File: src/rtl/core/nus_pkg.sv
// Shared constants and types of the NAL unit splitter.
package nus_pkg;

   // Bytes in an Annex B start code (00 00 00 01).
   localparam int START_CODE_BYTES = 4;
   // Most results a single input item can cause.
   localparam int MAX_RESULTS = 6;
   // Widest length prefix, in bytes.
   localparam logic [2:0] MAX_PREFIX_BYTES = 3'd4;
   // Register value that selects start-code mode.
   localparam logic [2:0] MODE_START_CODE = 3'd0;
   // Last byte of a start code.
   localparam logic [7:0] START_CODE_TAIL = 8'h01;

   // One NAL byte with its unit flags.
   typedef struct packed {
      logic [7:0] nal_byte;
      logic       nal_first;
      logic       nal_last;
      logic       truncated;
   } nus_result_type;

   // All results caused by one input item.
   typedef struct packed {
      nus_result_type [MAX_RESULTS-1:0] entry;
      logic [2:0]                       count;
   } nus_batch_type;

endpackage

File: src/rtl/core/nus_req_if.sv
// Input channel of the NAL unit splitter: one packet byte per item.
interface nus_req_if;
   logic       valid;
   logic       ready;
   logic [7:0] data_byte;
   logic       end_of_packet;

   modport source (output valid, output data_byte, output end_of_packet, input ready);
   modport sink (input valid, input data_byte, input end_of_packet, output ready);
endinterface

File: src/rtl/core/nus_rsp_if.sv
// Result channel of the NAL unit splitter: one NAL byte with flags per item.
interface nus_rsp_if;
   logic       valid;
   logic       ready;
   logic [7:0] nal_byte;
   logic       nal_first;
   logic       nal_last;
   logic       truncated;
   logic       batch_last;

   modport source (output valid, output nal_byte, output nal_first, output nal_last,
                   output truncated, output batch_last, input ready);
   modport sink (input valid, input nal_byte, input nal_first, input nal_last,
                 input truncated, input batch_last, output ready);
endinterface

File: src/rtl/core/nus_parse.sv
// Packet parser: start-code window, held byte, length prefix and unit state.
module nus_parse
   import nus_pkg::*;
(
   input  logic          clock,
   input  logic          reset,
   nus_req_if.sink       req_chan,
   input  logic          queue_space,
   input  logic          csr_write_en,
   input  logic [2:0]    csr_write_data,
   output logic          batch_load,
   output nus_batch_type batch
);

   logic [2:0]  lfb_ff;
   logic [7:0]  win_ff [0:START_CODE_BYTES-1];
   logic [7:0]  win_in [0:START_CODE_BYTES-1];
   logic [2:0]  fill_ff, fill_in;
   logic [7:0]  held_ff, held_in;
   logic        held_valid_ff, held_valid_in;
   logic        inside_ff, inside_in;
   logic        started_ff, started_in;
   logic [2:0]  seen_ff, seen_in;
   logic [31:0] accum_ff, accum_in;
   logic [31:0] left_ff, left_in;
   logic        accept;

   // An item is taken whenever the result queue can hold its batch.
   assign req_chan.ready = queue_space;
   assign accept         = req_chan.valid && queue_space;
   assign batch_load     = accept;

   // Next state and the batch of results for the item on the input.
   always_comb begin
      logic [2:0] n;
      logic [2:0] m;
      logic [7:0] b0;
      logic [7:0] tail_bytes [0:START_CODE_BYTES];
      logic [2:0] width;
      logic       last;
      logic       trunc;
      logic [7:0] b;
      logic       eop;

      b     = req_chan.data_byte;
      eop   = req_chan.end_of_packet;
      n     = 3'd0;
      m     = 3'd0;
      b0    = 8'd0;
      last  = 1'b0;
      trunc = 1'b0;
      width = (lfb_ff > MAX_PREFIX_BYTES) ? MAX_PREFIX_BYTES : lfb_ff;
      for (int k = 0; k <= START_CODE_BYTES; k++) begin
         tail_bytes[k] = 8'd0;
      end
      for (int k = 0; k < START_CODE_BYTES; k++) begin
         win_in[k] = win_ff[k];
      end
      fill_in       = fill_ff;
      held_in       = held_ff;
      held_valid_in = held_valid_ff;
      inside_in     = inside_ff;
      started_in    = started_ff;
      seen_in       = seen_ff;
      accum_in      = accum_ff;
      left_in       = left_ff;
      batch         = '0;

      if (lfb_ff == MODE_START_CODE) begin
         // A full window either holds a start code or releases its oldest byte.
         if (fill_ff == 3'(START_CODE_BYTES)) begin
            if (win_ff[0] == 8'd0 && win_ff[1] == 8'd0 && win_ff[2] == 8'd0 &&
                win_ff[3] == START_CODE_TAIL) begin
               if (inside_ff && held_valid_ff) begin
                  batch.entry[n] = nus_result_type'{nal_byte: held_ff,
                     nal_first: !started_in, nal_last: 1'b1, truncated: 1'b0};
                  started_in = 1'b1;
                  n = n + 3'd1;
               end
               held_valid_in = 1'b0;
               inside_in     = 1'b1;
               started_in    = 1'b0;
               fill_in       = 3'd0;
            end else begin
               b0        = win_ff[0];
               win_in[0] = win_ff[1];
               win_in[1] = win_ff[2];
               win_in[2] = win_ff[3];
               fill_in   = 3'(START_CODE_BYTES - 1);
               if (inside_ff) begin
                  if (held_valid_ff) begin
                     batch.entry[n] = nus_result_type'{nal_byte: held_ff,
                        nal_first: !started_in, nal_last: 1'b0, truncated: 1'b0};
                     started_in = 1'b1;
                     n = n + 3'd1;
                  end
                  held_in       = b0;
                  held_valid_in = 1'b1;
               end
            end
         end
         win_in[fill_in[1:0]] = b;
         fill_in = fill_in + 3'd1;

         // At packet end the held byte and the window close the unit.
         if (eop && inside_in) begin
            if (held_valid_in) begin
               tail_bytes[m] = held_in;
               m = m + 3'd1;
            end
            for (int k = 0; k < START_CODE_BYTES; k++) begin
               if (3'(k) < fill_in) begin
                  tail_bytes[m] = win_in[k];
                  m = m + 3'd1;
               end
            end
            for (int k = 0; k <= START_CODE_BYTES; k++) begin
               if (3'(k) < m) begin
                  batch.entry[n] = nus_result_type'{nal_byte: tail_bytes[k],
                     nal_first: !started_in, nal_last: (3'(k) == m - 3'd1),
                     truncated: 1'b0};
                  started_in = 1'b1;
                  n = n + 3'd1;
               end
            end
         end
      end else begin
         if (!inside_ff) begin
            // Gather the big-endian length prefix.
            accum_in = {accum_ff[23:0], b};
            seen_in  = seen_ff + 3'd1;
            if (seen_in >= width) begin
               left_in  = accum_in;
               accum_in = 32'd0;
               seen_in  = 3'd0;
               if (left_in != 32'd0) begin
                  inside_in  = 1'b1;
                  started_in = 1'b0;
               end
            end
         end else begin
            // Payload byte; a packet end before the count runs out truncates.
            left_in = left_ff - 32'd1;
            last    = (left_in == 32'd0);
            trunc   = !last && eop;
            batch.entry[n] = nus_result_type'{nal_byte: b, nal_first: !started_ff,
               nal_last: last || eop, truncated: trunc};
            started_in = 1'b1;
            n = n + 3'd1;
            if (left_in == 32'd0) begin
               inside_in = 1'b0;
            end
         end
      end

      batch.count = n;
   end

   // Register and packet state; a register write or a packet end restarts the packet.
   always_ff @(posedge clock) begin
      if (reset || csr_write_en || (accept && req_chan.end_of_packet)) begin
         for (int k = 0; k < START_CODE_BYTES; k++) begin
            win_ff[k] <= 8'd0;
         end
         fill_ff       <= 3'd0;
         held_ff       <= 8'd0;
         held_valid_ff <= 1'b0;
         inside_ff     <= 1'b0;
         started_ff    <= 1'b0;
         seen_ff       <= 3'd0;
         accum_ff      <= 32'd0;
         left_ff       <= 32'd0;
      end else if (accept) begin
         for (int k = 0; k < START_CODE_BYTES; k++) begin
            win_ff[k] <= win_in[k];
         end
         fill_ff       <= fill_in;
         held_ff       <= held_in;
         held_valid_ff <= held_valid_in;
         inside_ff     <= inside_in;
         started_ff    <= started_in;
         seen_ff       <= seen_in;
         accum_ff      <= accum_in;
         left_ff       <= left_in;
      end
      if (reset) begin
         lfb_ff <= MODE_START_CODE;
      end else if (csr_write_en) begin
         lfb_ff <= csr_write_data;
      end
   end

endmodule

File: src/rtl/core/nus_batch_queue.sv
// Result queue: holds one item's batch and hands it out one result per cycle while the output is ready.
module nus_batch_queue
   import nus_pkg::*;
(
   input  logic          clock,
   input  logic          reset,
   input  logic          batch_load,
   input  nus_batch_type batch,
   output logic          queue_space,
   nus_rsp_if.source     rsp_chan
);

   nus_result_type [MAX_RESULTS-1:0] entry_ff;
   logic [2:0] ptr_ff, ptr_in;
   logic [2:0] cnt_ff, cnt_in;
   logic       pending;
   logic       on_last;
   logic       take;

   assign pending     = (ptr_ff != cnt_ff);
   assign on_last     = (3'(ptr_ff + 3'd1) == cnt_ff);
   assign take        = pending && rsp_chan.ready;
   assign queue_space = !pending || (on_last && rsp_chan.ready);

   // Present the current result; the final one of a batch closes it.
   assign rsp_chan.valid      = pending;
   assign rsp_chan.nal_byte   = entry_ff[ptr_ff].nal_byte;
   assign rsp_chan.nal_first  = entry_ff[ptr_ff].nal_first;
   assign rsp_chan.nal_last   = entry_ff[ptr_ff].nal_last;
   assign rsp_chan.truncated  = entry_ff[ptr_ff].truncated;
   assign rsp_chan.batch_last = on_last;

   // Read pointer and fill count.
   always_comb begin
      ptr_in = ptr_ff;
      cnt_in = cnt_ff;
      if (batch_load) begin
         ptr_in = 3'd0;
         cnt_in = batch.count;
      end else if (take && on_last) begin
         ptr_in = 3'd0;
         cnt_in = 3'd0;
      end else if (take) begin
         ptr_in = ptr_ff + 3'd1;
      end
   end

   always_ff @(posedge clock) begin
      if (reset) begin
         ptr_ff <= 3'd0;
         cnt_ff <= 3'd0;
      end else begin
         ptr_ff <= ptr_in;
         cnt_ff <= cnt_in;
      end
      if (batch_load) begin
         entry_ff <= batch.entry;
      end
   end

endmodule

File: src/rtl/core/nal_unit_splitter.sv
// Top level of the NAL unit splitter.
//
//   Channel    Direction  Handshake      Contents
//   req_chan   in         valid/ready    data_byte, end_of_packet
//   rsp_chan   out        valid/ready    nal_byte, nal_first, nal_last, truncated, batch_last
//   csr_*      in         write enable   length_field_bytes (0 = start codes, 1..4 prefix)
//
// An item is parsed in the cycle it is accepted and its results are registered in the
// result queue; the first result is offered in the next cycle.
// The queue hands out one result per cycle while rsp_chan is ready; an item causing
// several results (up to six) holds the input until the last of them is taken.
// Reset is synchronous and clears the register and all packet state; a register
// write or a packet end restarts the packet. A stall on rsp_chan backs up to req_chan.
module nal_unit_splitter
   import nus_pkg::*;
(
   input  logic       clock,
   input  logic       reset,
   nus_req_if.sink    req_chan,
   nus_rsp_if.source  rsp_chan,
   input  logic       csr_write_en,
   input  logic [2:0] csr_write_data
);

   nus_batch_type batch;
   logic          batch_load;
   logic          queue_space;

   // Parser with packet state.
   nus_parse u_parse (
      .clock          (clock),
      .reset          (reset),
      .req_chan       (req_chan),
      .queue_space    (queue_space),
      .csr_write_en   (csr_write_en),
      .csr_write_data (csr_write_data),
      .batch_load     (batch_load),
      .batch          (batch)
   );

   // Result queue towards the output channel.
   nus_batch_queue u_queue (
      .clock       (clock),
      .reset       (reset),
      .batch_load  (batch_load),
      .batch       (batch),
      .queue_space (queue_space),
      .rsp_chan    (rsp_chan)
   );

endmodule

File: src/flat_wrapper.sv
// flat-port wrapper written by rule: the top's interface ports become plain ports
module nal_unit_splitter_flat import nus_pkg::*;
  (clock, reset, csr_write_en, csr_write_data, req_chan_valid, req_chan_data_byte, req_chan_end_of_packet, req_chan_ready, rsp_chan_valid, rsp_chan_nal_byte, rsp_chan_nal_first, rsp_chan_nal_last, rsp_chan_truncated, rsp_chan_batch_last, rsp_chan_ready);
  nus_req_if req_chan_i ();
  nus_rsp_if rsp_chan_i ();
  input  logic clock;
  input  logic reset;
  input  logic csr_write_en;
  input  logic [2:0] csr_write_data;
  input wire logic [$bits(req_chan_i.valid)-1:0] req_chan_valid;
  input wire logic [$bits(req_chan_i.data_byte)-1:0] req_chan_data_byte;
  input wire logic [$bits(req_chan_i.end_of_packet)-1:0] req_chan_end_of_packet;
  output wire logic [$bits(req_chan_i.ready)-1:0] req_chan_ready;
  output wire logic [$bits(rsp_chan_i.valid)-1:0] rsp_chan_valid;
  output wire logic [$bits(rsp_chan_i.nal_byte)-1:0] rsp_chan_nal_byte;
  output wire logic [$bits(rsp_chan_i.nal_first)-1:0] rsp_chan_nal_first;
  output wire logic [$bits(rsp_chan_i.nal_last)-1:0] rsp_chan_nal_last;
  output wire logic [$bits(rsp_chan_i.truncated)-1:0] rsp_chan_truncated;
  output wire logic [$bits(rsp_chan_i.batch_last)-1:0] rsp_chan_batch_last;
  input wire logic [$bits(rsp_chan_i.ready)-1:0] rsp_chan_ready;
  assign req_chan_i.valid = req_chan_valid;
  assign req_chan_i.data_byte = req_chan_data_byte;
  assign req_chan_i.end_of_packet = req_chan_end_of_packet;
  assign req_chan_ready = req_chan_i.ready;
  assign rsp_chan_valid = rsp_chan_i.valid;
  assign rsp_chan_nal_byte = rsp_chan_i.nal_byte;
  assign rsp_chan_nal_first = rsp_chan_i.nal_first;
  assign rsp_chan_nal_last = rsp_chan_i.nal_last;
  assign rsp_chan_truncated = rsp_chan_i.truncated;
  assign rsp_chan_batch_last = rsp_chan_i.batch_last;
  assign rsp_chan_i.ready = rsp_chan_ready;
  nal_unit_splitter u_core (.clock(clock), .reset(reset), .req_chan(req_chan_i), .rsp_chan(rsp_chan_i), .csr_write_en(csr_write_en), .csr_write_data(csr_write_data));
endmodule
File: config.mk
export PLATFORM = sky130hd
export DESIGN_NAME = nal_unit_splitter_flat
export DESIGN_NICKNAME = d
export VERILOG_FILES = /design/src/rtl/core/nus_pkg.sv /design/src/rtl/core/nus_req_if.sv /design/src/rtl/core/nus_rsp_if.sv /design/src/rtl/core/nus_parse.sv /design/src/rtl/core/nus_batch_queue.sv /design/src/rtl/core/nal_unit_splitter.sv /design/src/flat_wrapper.sv
export SDC_FILE = /design/constraint.sdc
export NUM_CORES = 1
export LEC_CHECK = 0
export ABC_AREA = 1
export BUFFER_PORTS_ARGS = -buffer_cell sky130_fd_sc_hd__buf_2
export CAP_MARGIN = 20
export CORE_AREA = 2 2 157 159
export CTS_BUF_LIST = sky130_fd_sc_hd__clkbuf_4 sky130_fd_sc_hd__clkbuf_8 sky130_fd_sc_hd__clkbuf_16
export CTS_CLUSTER_DIAMETER = 60
export DETAILED_ROUTE_END_ITERATION = 12
export DIE_AREA = 0 0 159 161
export HOLD_SLACK_MARGIN = 0.1
export PLACE_DENSITY_LB_ADDON = 0.12
export RECOVER_POWER = 100
export SKIP_CTS_REPAIR_TIMING = 1
export SYNTH_ARGS = -nofsm -noshare
export SYNTH_HDL_FRONTEND = slang
export SYNTH_HIERARCHICAL = 1
export SYNTH_SLANG_ARGS = --single-unit
File: constraint.sdc
create_clock -name clock -period 6.57 [get_ports clock]
set_input_delay 0 -clock clock [delete_from_list [all_inputs] [get_ports clock]]
set_output_delay 0 -clock clock [all_outputs]
set_load 0.03 [all_outputs]
==> metrics.md <==
| Metric | Value |
|---|---|
| Result of the run | finished, violations left |
| Violated checks | max-capacitance violations, max-slew violations |
| Post-synth top area share | 21.48% |
| Net total in the final layout | 2,191 |
| Area growth from synthesis to layout | 9.654% |
| Clk buf depth | 2 |
| Count of buffers from port buffering | 30 |
| Share of post-route cells with drive strength above 1 | about 8.9% |
| Via count of the routed design | 14,580 |
| Chip height | 161 um |
| Count of standard-cell rows | 57 |
| Overall die width | around 160 um |
| DRC violation total after the first TritonRoute iteration | roughly 1,800 |
| Root Buffer | sky130_fd_sc_hd__clkbuf_16 |
| Min-delay worst type | primary input to flop |
| Clock-pin slew reported for the worst setup and hold paths after clock tree synthesis | roughly 0.09 ns |
| Post-synthesis sequential element count | between 150 and 200 |
| Mean instance size in the synthesized netlist | 6.465 um^2 |
| TritonCTS Buffers | 17 |
| Starting Density | 57.17% |
| Launching element type of the critical path | flop |
| Min Tclk post-route | 6.186 ns |
| Diodes inserted | 0 |
| Weighted congestion at the end of routability-driven global placement | 1.016 |
| Top-count cell post-synth | sky130_fd_sc_hd__nand2_1 |
| Global-route met1 utilization | 50.31% |
| Cell variety after synth | between 50 and 60 |
| Largest net degree at the start of global routing | 76 |
| CP Data Required Time | 6.89 ns |
| Category of the most critical setup path | flop to flop |
| Share of the core filled with cells in the final layout | 62.69% |
| Cell mode on critical path | sky130_fd_sc_hd__nand2_1 |
| Global-route wire length before repair | slightly above 70 mm |
| Most used flip-flop cell after synthesis | sky130_fd_sc_hd__edfxtp_1 |
| Critical path data arrival time | 6.50 ns |
| Least-Margin Pin Slew | 1.889 ns |
| Drt pass-1 iters | 6 |
| Share of synthesized area occupied by flip-flops and latches | between 30 and 40% |
| Maximum fanout count along the critical path | 5 |
| Maxcap violations | 2 |
| Longest individual stage delay on the worst path | between 0.4 and 0.5 ns |
| CTS Sinks | 180 |
| Leading area contributor after synthesis | sky130_fd_sc_hd__edfxtp_1 |
| Total Die Area | between 20,000 and 30,000 um^2 |
| Headroom to the max-slew limit | -25.96% |
| Async S/R FF share, synth | 0% |
| Global Route Usage Sum | 34.79% |
| Via density | 5.866 |
| Total Neg Setup Slack | 0 ns |
| CTS tree | yes |
| Area contributors post-synth | sky130_fd_sc_hd__edfxtp_1 (21%), sky130_fd_sc_hd__nand2_1 (15%), sky130_fd_sc_hd__dfxtp_1 (12%) |
| Total wirelength of the detailed-routed design | ~46 mm |
| Met2 track utilization from global routing | between 50% and 60% |
| Number of enable flip-flop cells after synthesis | 98 |
| Core Box Area | 23,960 um^2 |
| Post-layout total power | 2.851 mW |
| Peak supply drop | about 130 uV |
| Maximum frequency from static timing analysis | 161.6 MHz |
| Number of setup violations in the final report | 0 |
| Endpoints failing hold | 0 |
| Number of global-route vias before repair | 12,970 |
| Static leakage | around 6.5 nW |
| Antenna violations before repair | 0 |
| Share of the cycle needed by the critical path after routing | 94.16% |
| Netlist Area Pre-Place | 13,700 um^2 |
| Busiest grt layer | met2 |
| Power Dens Cells | ~190 nW/um^2 |
| Number of cells produced by synthesis | 2,119 |
| Antenna Nets Post-Route | 0 |
| Largest clock skew in the final design | ~0.024 ns |
| Fin. max-slew vios | 121 |
| Synth warnings | 6 |
| Clock network latency to the later pin of the worst-skew pair | between 0.4 and 0.5 ns |
| Total overflow reported by the global router | 0 |
| Top cells by instance count after synthesis | sky130_fd_sc_hd__nand2_1 (545), sky130_fd_sc_hd__nor2_1 (367), sky130_fd_sc_hd__o21ai_0 (195) |
| Number of ports placed on the die boundary | 31 |
| HPWL after detailed placement | 33.63 mm |
| Slowest-stage cell, CP | sky130_fd_sc_hd__fa_1 |
| DRC violation count after routing | 0 |
| Average detailed-routed wire length per instance | ~19 um |
| Met3 usage in global routing | approximately 4.6% |
| Number of levels in the clock H-tree | 4 |
| Critical path capture point type | flop |
==> stage by stage <==
step | area (um^2) | cells | setup slack, ns | hold WS [ns]
4_1_cts | 14690 | 2454 | 0.1306 | -0.2045
3_3_place_gp | 14090 | 2420 | 0.2834 | 0.2333
5_1_grt | 15020 | 2486 | -0.009703 | 0.05785
3_5_place_dp | 14100 | 2422 | 0.1698 | 0.2342
2_1_floorplan | 13730 | 2127 | 0.3532 | 0.1349
6_report | 15020 | 2486 | 0.3836 | 0.02821
==> registers in the layout, summed over array words and instances (netlist names) <==
register	count
u_core/u_parse/held_ff	8
u_core/u_parse/held_valid_ff	1
u_core/u_parse/win_ff	32
u_core/u_queue/cnt_ff	3
u_core/u_parse/accum_ff	24
u_core/u_parse/left_ff	32
u_core/u_parse/inside_ff	1
u_core/u_parse/fill_ff	3
u_core/u_parse/started_ff	1
u_core/u_parse/lfb_ff	3
u_core/u_parse/seen_ff	3
u_core/u_queue/entry_ff	66
u_core/u_queue/ptr_ff	3
==> layout by cell type (no fill, tap or decap), types with 4 or more instances in the layout <==
master	count
sky130_fd_sc_hd__a21oi_2	7
sky130_fd_sc_hd__dlygate4sd3_1	21
sky130_fd_sc_hd__inv_6	4
sky130_fd_sc_hd__dfxtp_1	82
sky130_fd_sc_hd__a211oi_1	5
sky130_fd_sc_hd__clkbuf_16	17
sky130_fd_sc_hd__nand2_2	19
sky130_fd_sc_hd__a21oi_1	66
sky130_fd_sc_hd__a22oi_1	25
sky130_fd_sc_hd__conb_1	9
sky130_fd_sc_hd__buf_2	18
sky130_fd_sc_hd__edfxtp_1	98
sky130_fd_sc_hd__nor3_1	10
sky130_fd_sc_hd__ha_1	21
sky130_fd_sc_hd__nor2_1	362
sky130_fd_sc_hd__nand3_1	139
sky130_fd_sc_hd__a31oi_1	5
sky130_fd_sc_hd__nor4_1	14
sky130_fd_sc_hd__nand2_4	11
sky130_fd_sc_hd__nor2_2	9
sky130_fd_sc_hd__buf_4	39
sky130_fd_sc_hd__nand4_1	21
sky130_fd_sc_hd__nand2_1	542
sky130_fd_sc_hd__o211ai_1	34
sky130_fd_sc_hd__clkbuf_1	17
sky130_fd_sc_hd__o21ai_0	196
sky130_fd_sc_hd__clkinv_1	5
sky130_fd_sc_hd__xor2_1	14
sky130_fd_sc_hd__inv_1	188
sky130_fd_sc_hd__o22ai_1	19
sky130_fd_sc_hd__nand3b_1	5
sky130_fd_sc_hd__o21ai_1	36
sky130_fd_sc_hd__nand3_2	5
sky130_fd_sc_hd__o21a_1	13
sky130_fd_sc_hd__nand3_4	5
sky130_fd_sc_hd__inv_2	28
sky130_fd_sc_hd__nor2_4	4
sky130_fd_sc_hd__xnor2_1	11
==> report_power, final <==
group	leakage, nW	switching [mW]	internal (mW)
Clock	0.297	0.474	0.583
Sequential	1.70	0.0192	1.23
Combinational	4.54	0.388	0.159
Total	6.53	0.881	1.97
==> cell families (layout without fill, tap and decap cells) <==
logic type,Yosys count,in the layout,synth area share [%]
buffers and inverters,318,352,9.535
DFF,180,180,33.46
other,1,9,0.02737
xor gates and xnor gates,25,25,1.653
and+or+nand+nor,1153,1154,35.74
adders and majority gates,25,25,2.393
AOI/OAI and AO/OA,417,417,17.19
==> layer usage <==
| layer | vias to the layer above | share of wire [%] |
|---|---|---|
| li1 | 7033 | - |
| met1 | 6700 | 43 |
| met2 | 745 | 44 |
| met3 | 104 | 9.5 |
| met4 | 0 | 3.1 |
| met5 | - | 0 |
==> critical path: cells and delay by family, from the launching register on <==
kind | cells | cell delay (ns)
adder cells (fa/ha/maj) | 7 | 2.13
buffers and inverters | 8 | 0.79
flip-flops | 1 | 0.42
AO/OA/AOI/OAI | 4 | 0.76
AND/OR/NAND/NOR | 17 | 1.93
==> worst paths after layout <==
kind / from / depth (start not counted) / slack (ns) / endpoint
worst min register to register: u_core/u_parse/seen_ff[2] / 2 / 0.48 / u_core/u_parse/seen_ff[2]
worst min-delay path: req_chan_valid / 4 / 0.03 / u_core/u_parse/seen_ff[0]
worst max-delay path: u_core/u_parse/win_ff[3][5] / 36 / 0.38 / u_core/u_queue/cnt_ff[1]
worst max register to register: u_core/u_parse/win_ff[3][5] / 36 / 0.38 / u_core/u_queue/cnt_ff[1]
==> final cells by class <==
class	count	area, um^2
tap	324	405.4
sequential	180	4584
clock inverter	12	142.6
fill	2291	8941
timing repair buffer	98	678.2
multi-input combinational	1630	7925
clock buffer	20	447.9
inverter	222	838.3
No activity file was read; power rests on OpenSTA's default activity.
